$ cat config.mk
export PLATFORM = sky130hd
export DESIGN_NAME = lpi_cell
export DESIGN_NICKNAME = d
export VERILOG_FILES = /design/src/design/assert_macros.svh /design/src/design/lpi_pkg.sv /design/src/design/lpi_cell.sv
export SDC_FILE = /design/constraint.sdc
export NUM_CORES = 1
export LEC_CHECK = 0
export BUFFER_PORTS_ARGS = -buffer_cell sky130_fd_sc_hd__buf_2
export CORE_AREA = 2 2 448 450
export DETAILED_ROUTE_END_ITERATION = 12
export DIE_AREA = 0 0 450 452
export GPL_TIMING_DRIVEN = 1
export PLACE_DENSITY = 0.41
export SYNTH_ARGS = -nofsm -noshare
export SYNTH_HDL_FRONTEND = slang
export SYNTH_SLANG_ARGS = --single-unit
$ cat constraint.sdc
create_clock -name clk -period 5 [get_ports clk]
set_input_delay 0.25 -clock clk [delete_from_list [all_inputs] [get_ports clk]]
set_output_delay 0.25 -clock clk [all_outputs]
set_load 0.01 [all_outputs]
$ cat src/design/assert_macros.svh
// assertion helpers shared by the line/plane intersection rtl
`ifndef ASSERT_MACROS_SVH
`define ASSERT_MACROS_SVH

// property must hold at every rising clock edge outside reset
`define LPI_ASSERT(lbl, prop, msg) \
  lbl: assert property (@(posedge clk) disable iff (!rst_n) prop) else $error(msg);

// condition must never be seen outside reset
`define LPI_NEVER(lbl, cond, msg) \
  lbl: assert property (@(posedge clk) disable iff (!rst_n) !(cond)) else $error(msg);

`endif

$ cat src/design/lpi_pkg.sv
`timescale 1ns / 1ps
// ----------------------------------------------------------------------------
// lpi_pkg
// shared constants, status codes and pipeline control type
// ----------------------------------------------------------------------------
package lpi_pkg;

  localparam int COORD_BITS_DEF = 32;
  localparam int FRAC_BITS_DEF  = 16;

  localparam int TOL_BITS = 16;
  localparam logic [TOL_BITS-1:0] TOL_RESET = 16'd1;

  localparam int ADDR_BITS = 3;
  localparam logic REG_TOL = 1'b0;

  localparam logic [1:0] ST_CROSS   = 2'd0;
  localparam logic [1:0] ST_INPLANE = 2'd1;
  localparam logic [1:0] ST_NOHIT   = 2'd2;

  typedef struct packed {
    logic       vld;
    logic [1:0] status;
    logic [2:0] neg;
    logic [2:0] ovf;
  } lpi_ctl_t;

endpackage

$ cat src/design/lpi_cell.sv
`timescale 1ns / 1ps
// ----------------------------------------------------------------------------
// lpi_cell
// one restoring division step for all three coordinates
// ----------------------------------------------------------------------------
module lpi_cell import lpi_pkg::*; #(
  parameter int COORD_BITS = COORD_BITS_DEF,
  parameter int STEP       = 0
) (
  input  logic                          clk,
  input  logic                          rst_n,
  input  lpi_ctl_t                      ctl_i,
  input  logic [2:0][COORD_BITS-1:0]    p_i,
  input  logic [2*COORD_BITS+1:0]       den_i,
  input  logic [2:0][3*COORD_BITS+2:0]  rem_i,
  input  logic [2:0][COORD_BITS:0]      quo_i,
  output lpi_ctl_t                      ctl_o,
  output logic [2:0][COORD_BITS-1:0]    p_o,
  output logic [2*COORD_BITS+1:0]       den_o,
  output logic [2:0][3*COORD_BITS+2:0]  rem_o,
  output logic [2:0][COORD_BITS:0]      quo_o
);

  localparam int AW = 3*COORD_BITS + 3;

  logic [AW-1:0]                 den_sh;
  logic [2:0][AW-1:0]            rem_nxt;
  logic [2:0][COORD_BITS:0]      quo_nxt;

  always_comb begin
    den_sh = AW'(den_i) << STEP;
    for (int i = 0; i < 3; i++) begin
      quo_nxt[i] = quo_i[i];
      if (rem_i[i] >= den_sh) begin
        rem_nxt[i]       = rem_i[i] - den_sh;
        quo_nxt[i][STEP] = 1'b1;
      end else begin
        rem_nxt[i] = rem_i[i];
      end
    end
  end

  always_ff @(posedge clk) begin
    if (!rst_n) begin
      ctl_o.vld <= 1'b0;
    end else begin
      ctl_o.vld <= ctl_i.vld;
    end
    ctl_o.status <= ctl_i.status;
    ctl_o.neg    <= ctl_i.neg;
    ctl_o.ovf    <= ctl_i.ovf;
    p_o   <= p_i;
    den_o <= den_i;
    rem_o <= rem_nxt;
    quo_o <= quo_nxt;
  end

endmodule

# Yosys cells after proc, flatten, opt, wreduce, memory -nomap -nowiden
# Cells that the tools add are included.
[word_totals] register_bits=567 inputBits=569
[op_classes] n_addsub=3 n_lt_le_gt_ge=3 n_mux=3
[ops] op="$ge 99x66->1" count=3
[ops] op="$mux 99" count=3
[ops] op="$sub 99x66->99" count=3

# Logic depth before layout (Yosys ltp)
[logic_depth] ltp_word=2 depth_mapped=16 depth_no_buf=14

# Worst setup path before layout
# No wires, ideal clock.
[synth_path] kind="input-to-reg" from="input port rem_i[99] (netlist name)" to="register rem_o[173] (netlist name)" arrival_time_ns=3.374 required_time_ns=4.882 path_slack_ns=1.507 stages=14 path_buffers=0 cell_sequence="inv_1 ha_1 inv_1 fa_1 a21o_1 a221oi_1 nor4b_1 o21ai_0 a311oi_1 o211ai_1 a2111oi_0 nor4b_1 nand3_1 xnor2_1"
[synth_lines] item="start: declaration" line="lpi_cell.sv:15" rtl="input logic [2:0][3*COORD_BITS+2:0] rem_i,"
[synth_lines] item="end signal: assignment" line="lpi_cell.sv:54" rtl="rem_o <= rem_nxt;"
[synth_lines] item="end: declaration" line="lpi_cell.sv:20" rtl="output logic [2:0][3*COORD_BITS+2:0] rem_o,"

==> results.md <==
- Global placer's final weighted congestion: 0.965
- Sequential share of the synthesized area: between 30% and 40%
- Antenna violations before repair: 40
- Clock transition time at the flip-flop clock pins of the worst setup and hold paths: approximately 0.060 ns
- WP data arrival: around 5.4 ns
- CTS root buf: sky130_fd_sc_hd__clkbuf_16
- Count of flip-flops with a built-in enable after synthesis: 0
- Net count after synthesis: between 4000 and 5000
- Mux contribution to synthesized area: less than 1%
- CP endpoint kind: flop
- Global-route wire length before repair: around 270000 um
- Total congestion overflow after global routing: 0
- Vias after detailed routing: between 30000 and 40000
- Achievable frequency: ~0.21 GHz
- TritonCTS sink count: between 500 and 600
- Count of pins over their slew limit: 0
- Synth Flop Type: sky130_fd_sc_hd__dfxtp_1
- Total Wirelength: 198000 um
- Largest net degree at the start of global routing: 58
- Post-detailed-placement cell area: between 0.03 and 0.04 mm^2
- Dominant delay contributor by cell family on the critical path: buffers and inverters
- Violation count after the first detailed-routing iteration: around 2200
- Cell count after placement: about 7300
- Maximum fanout along the worst path: 11
- Result of the run: completed
- Critical path buffers and inverters: 5
- Post-synthesis compound-gate area fraction: 21.1%
- Clock buffer depth: 3
- Syn avg cell area: roughly 8.3 um^2
- Number of nets in the finished design: between 6000 and 7000
- Number of global-route vias before repair: about 35000
- Simple-gate share of the synthesized area: 18.8%
- Proportion of register bits with asynchronous set or reset after synthesis: 0%
- First-pass iteration count of the detailed router: 5
- Count of standard-cell rows: roughly 160
- Syn Inst Count: 3544
- Share of synthesized cell area in full adder, half adder and majority cells: about 8.6%
- Actual slew at the worst max-slew pin: ~1.2 ns
- Initial core utilization: 14.8%
- Final period utilization: between 90% and 100%
- Post-layout worst setup margin: 0.164 ns
- Area added between synthesis and finish: 60.1%
- Final hold vios: 0
- Period minus WS final: between 4 and 5 ns
- Number of nets with antenna violations after routing: 0
- Die span in y: approximately 450 um
- Category of the critical setup timing path: in -> reg
- Slew margin rel.: between 20 and 25%
- Delay of the slowest cell on the worst path: a little over 1 ns
- CP max stage cell: sky130_fd_sc_hd__nor4_1
- Core area: ~0.2 mm^2
- Detailed placement HPWL: roughly 170000 um
- Cell leakage power: 0.0205 uW
- Fraction of layout instances using a drive strength above 1: approximately a quarter
- Mean routed wirelength per cell: about 25 um
- Dominant combinational cell family by area after synthesis: compound AO/OA/AOI/OAI gates
- Number of top-level pins: roughly 1100
- Setup repair after global routing missed its margin: no
- Post-synthesis register bit count: 567
- Total of endpoints with negative setup slack in the final report: 0
- Sequence of cells on the critical path: dlygate4sd3_1 > buf_2 > inv_1 > ha_1 > nand4_1 > nor4_1 > a21boi_0 > o21ai_0 > buf_4 > a211oi_1 > nand3_1 > xnor2_1 > dlygate4sd3_1
- Finished layout cell area: 0.0470 mm^2
- Cell area after synthesis: 0.0294 mm^2
- Hold Path Class: in -> reg
- Vias per cell: about 4.3
- Overall die width: about 450 um
- Remaining DRCs: 0
- Number of buffer cells added on primary ports: 1135
- Non-filler cells, final: around 8000
- Share of the synthesized netlist area taken by xor and xnor gates: under 10%
- Max-capacitance violation count: 0
- Required time of the critical path: 5.60 ns
- Ratio of total power to cell area: about 330 mW/mm^2
- Placement Setup Slack: -0.0204 ns
- Total global routing track utilization: ~19%
- Critical Path Source Type: input pin
- Synthesis Warnings: 0
- Number of distinct standard cells referenced by the synthesized netlist: 81
- TritonCTS clock tree: yes
- Peak VDD IR: 241 uV
- Area of the die: about 0.20 mm^2
- Number of H-tree levels: 3
- Top cell by count, worst path: sky130_fd_sc_hd__dlygate4sd3_1
- Total clock buffers created by CTS: between 70 and 80
- Setup repair bufs after CTS: 0
==> layout make-up <==
| type | count | area (um^2) |
|---|---|---|
| fillers | 21900 | 152000 |
| diodes | 16 | 40.0 |
| multi-input cells | 2661 | 16800 |
| clock buffers | 99 | 2120 |
| flip-flops and latches | 567 | 11400 |
| clock inverters | 38 | 479 |
| well taps | 2656 | 3320 |
| repair buffers | 1813 | 12300 |
| inverters | 148 | 556 |
==> layout by cell type, fill, tap and decap left out, types with 10 or more instances in the layout <==
master	instances
sky130_fd_sc_hd__buf_2	1135
sky130_fd_sc_hd__dlygate4sd3_1	594
sky130_fd_sc_hd__dfxtp_1	567
sky130_fd_sc_hd__a21oi_1	402
sky130_fd_sc_hd__nand2_1	368
sky130_fd_sc_hd__nor2_1	289
sky130_fd_sc_hd__o21ai_0	242
sky130_fd_sc_hd__ha_1	198
sky130_fd_sc_hd__xnor2_1	161
sky130_fd_sc_hd__inv_1	148
sky130_fd_sc_hd__xor2_1	120
sky130_fd_sc_hd__nand4_1	110
sky130_fd_sc_hd__nor3_1	89
sky130_fd_sc_hd__a21o_1	87
sky130_fd_sc_hd__buf_4	80
sky130_fd_sc_hd__clkbuf_16	76
sky130_fd_sc_hd__nand3_1	58
sky130_fd_sc_hd__o21bai_1	56
sky130_fd_sc_hd__nor4_1	46
sky130_fd_sc_hd__a31oi_1	40
sky130_fd_sc_hd__or3_1	29
sky130_fd_sc_hd__nand2b_1	25
sky130_fd_sc_hd__o21a_1	22
sky130_fd_sc_hd__and3_1	20
sky130_fd_sc_hd__nor2b_1	20
sky130_fd_sc_hd__o211ai_1	20
sky130_fd_sc_hd__a21boi_0	17
sky130_fd_sc_hd__diode_2	16
sky130_fd_sc_hd__a211oi_1	16
sky130_fd_sc_hd__o31ai_1	16
sky130_fd_sc_hd__or2_2	14
sky130_fd_sc_hd__clkbuf_8	13
sky130_fd_sc_hd__nand3b_1	11
sky130_fd_sc_hd__and2_1	10
sky130_fd_sc_hd__or4_1	10
sky130_fd_sc_hd__and4_1	10
sky130_fd_sc_hd__clkbuf_1	10
==> metrics by stage <==
step / hold slack, ns / TNS, ns / total power, uW / utilization (%)
floorplan: 0.278 / 0 / 7200 / -
global placement: 0.352 / -0.0381 / 9390 / 19.3
detailed placement: 0.354 / -0.0210 / 9350 / 19.3
CTS: 0.0626 / 0 / 15700 / 23.6
global route: 0.109 / 0 / 16100 / 23.7
finish: 0.150 / 0 / 15400 / 23.7
==> routing by layer <==
| metal | vias to the layer above | share of wire (%) | wire length [um] | GRT usage (%) |
|---|---|---|---|---|
| met2 | 1315 | 53 | 106000 | 35.8 |
| met1 | 16400 | 36 | 70600 | 18.9 |
| met3 | 372 | 4.3 | 8510 | 2.52 |
| li1 | 16100 | - | - | - |
| met5 | - | 0.0066 | 13 | 0 |
| met4 | 2 | 6.6 | 13000 | 11.0 |
==> cell families after synthesis <==
| family | Yosys count |
|---|---|
| and+or+nand+nor | 1150 |
| AOI/OAI and AO/OA | 1024 |
| buffers and inverters | 316 |
| xor gates and xnor gates | 281 |
| DFF | 567 |
| muxes | 5 |
| adders and majority gates | 201 |
==> flip-flops by register name, summed over array words and instances (netlist names) <==
signal / cells
ctl_o: 9
rem_o: 297
den_o: 66
quo_o: 99
p_o: 96
==> synth_stat cells (56+ instances only) <==
cell                       number  share of area, %
sky130_fd_sc_hd__dfxtp_1      567                39
sky130_fd_sc_hd__a21oi_1      402               6.9
sky130_fd_sc_hd__nand2_1      369               4.7
sky130_fd_sc_hd__nor2_1       290               3.7
sky130_fd_sc_hd__o21ai_0      242               4.1
sky130_fd_sc_hd__ha_1         198               8.4
sky130_fd_sc_hd__xnor2_1      161               4.8
sky130_fd_sc_hd__inv_1        148               1.9
sky130_fd_sc_hd__clkbuf_1     146               1.9
sky130_fd_sc_hd__xor2_1       120               3.6
sky130_fd_sc_hd__nand4_1      110               2.3
sky130_fd_sc_hd__nor3_1        92               1.6
sky130_fd_sc_hd__a21o_1        87               2.2
sky130_fd_sc_hd__nand3_1       58              0.99
sky130_fd_sc_hd__o21bai_1      56               1.4
==> where the power goes <==
part	total [uW]	leakage (uW)	internal, uW	switching [uW]
registers	5300	0.00478	5060	235
logic	4370	0.0144	1680	2690
clock network	5750	0.00126	3190	2560
total	15400	0.0205	9930	5480
==> worst paths after layout <==
kind | start | to | cells after the start
max | den_i[50] | rem_o[286] | 13
min | rem_i[196] | rem_o[196] | 2
==> what timing repair did <==
action                     4_1_cts  5_1_grt
setup endpoints to repair        0       13
hold buffers                   594        0
hold endpoints to repair       566        0
gates resized for setup          0        6
Power figures use the tool's default switching activity.
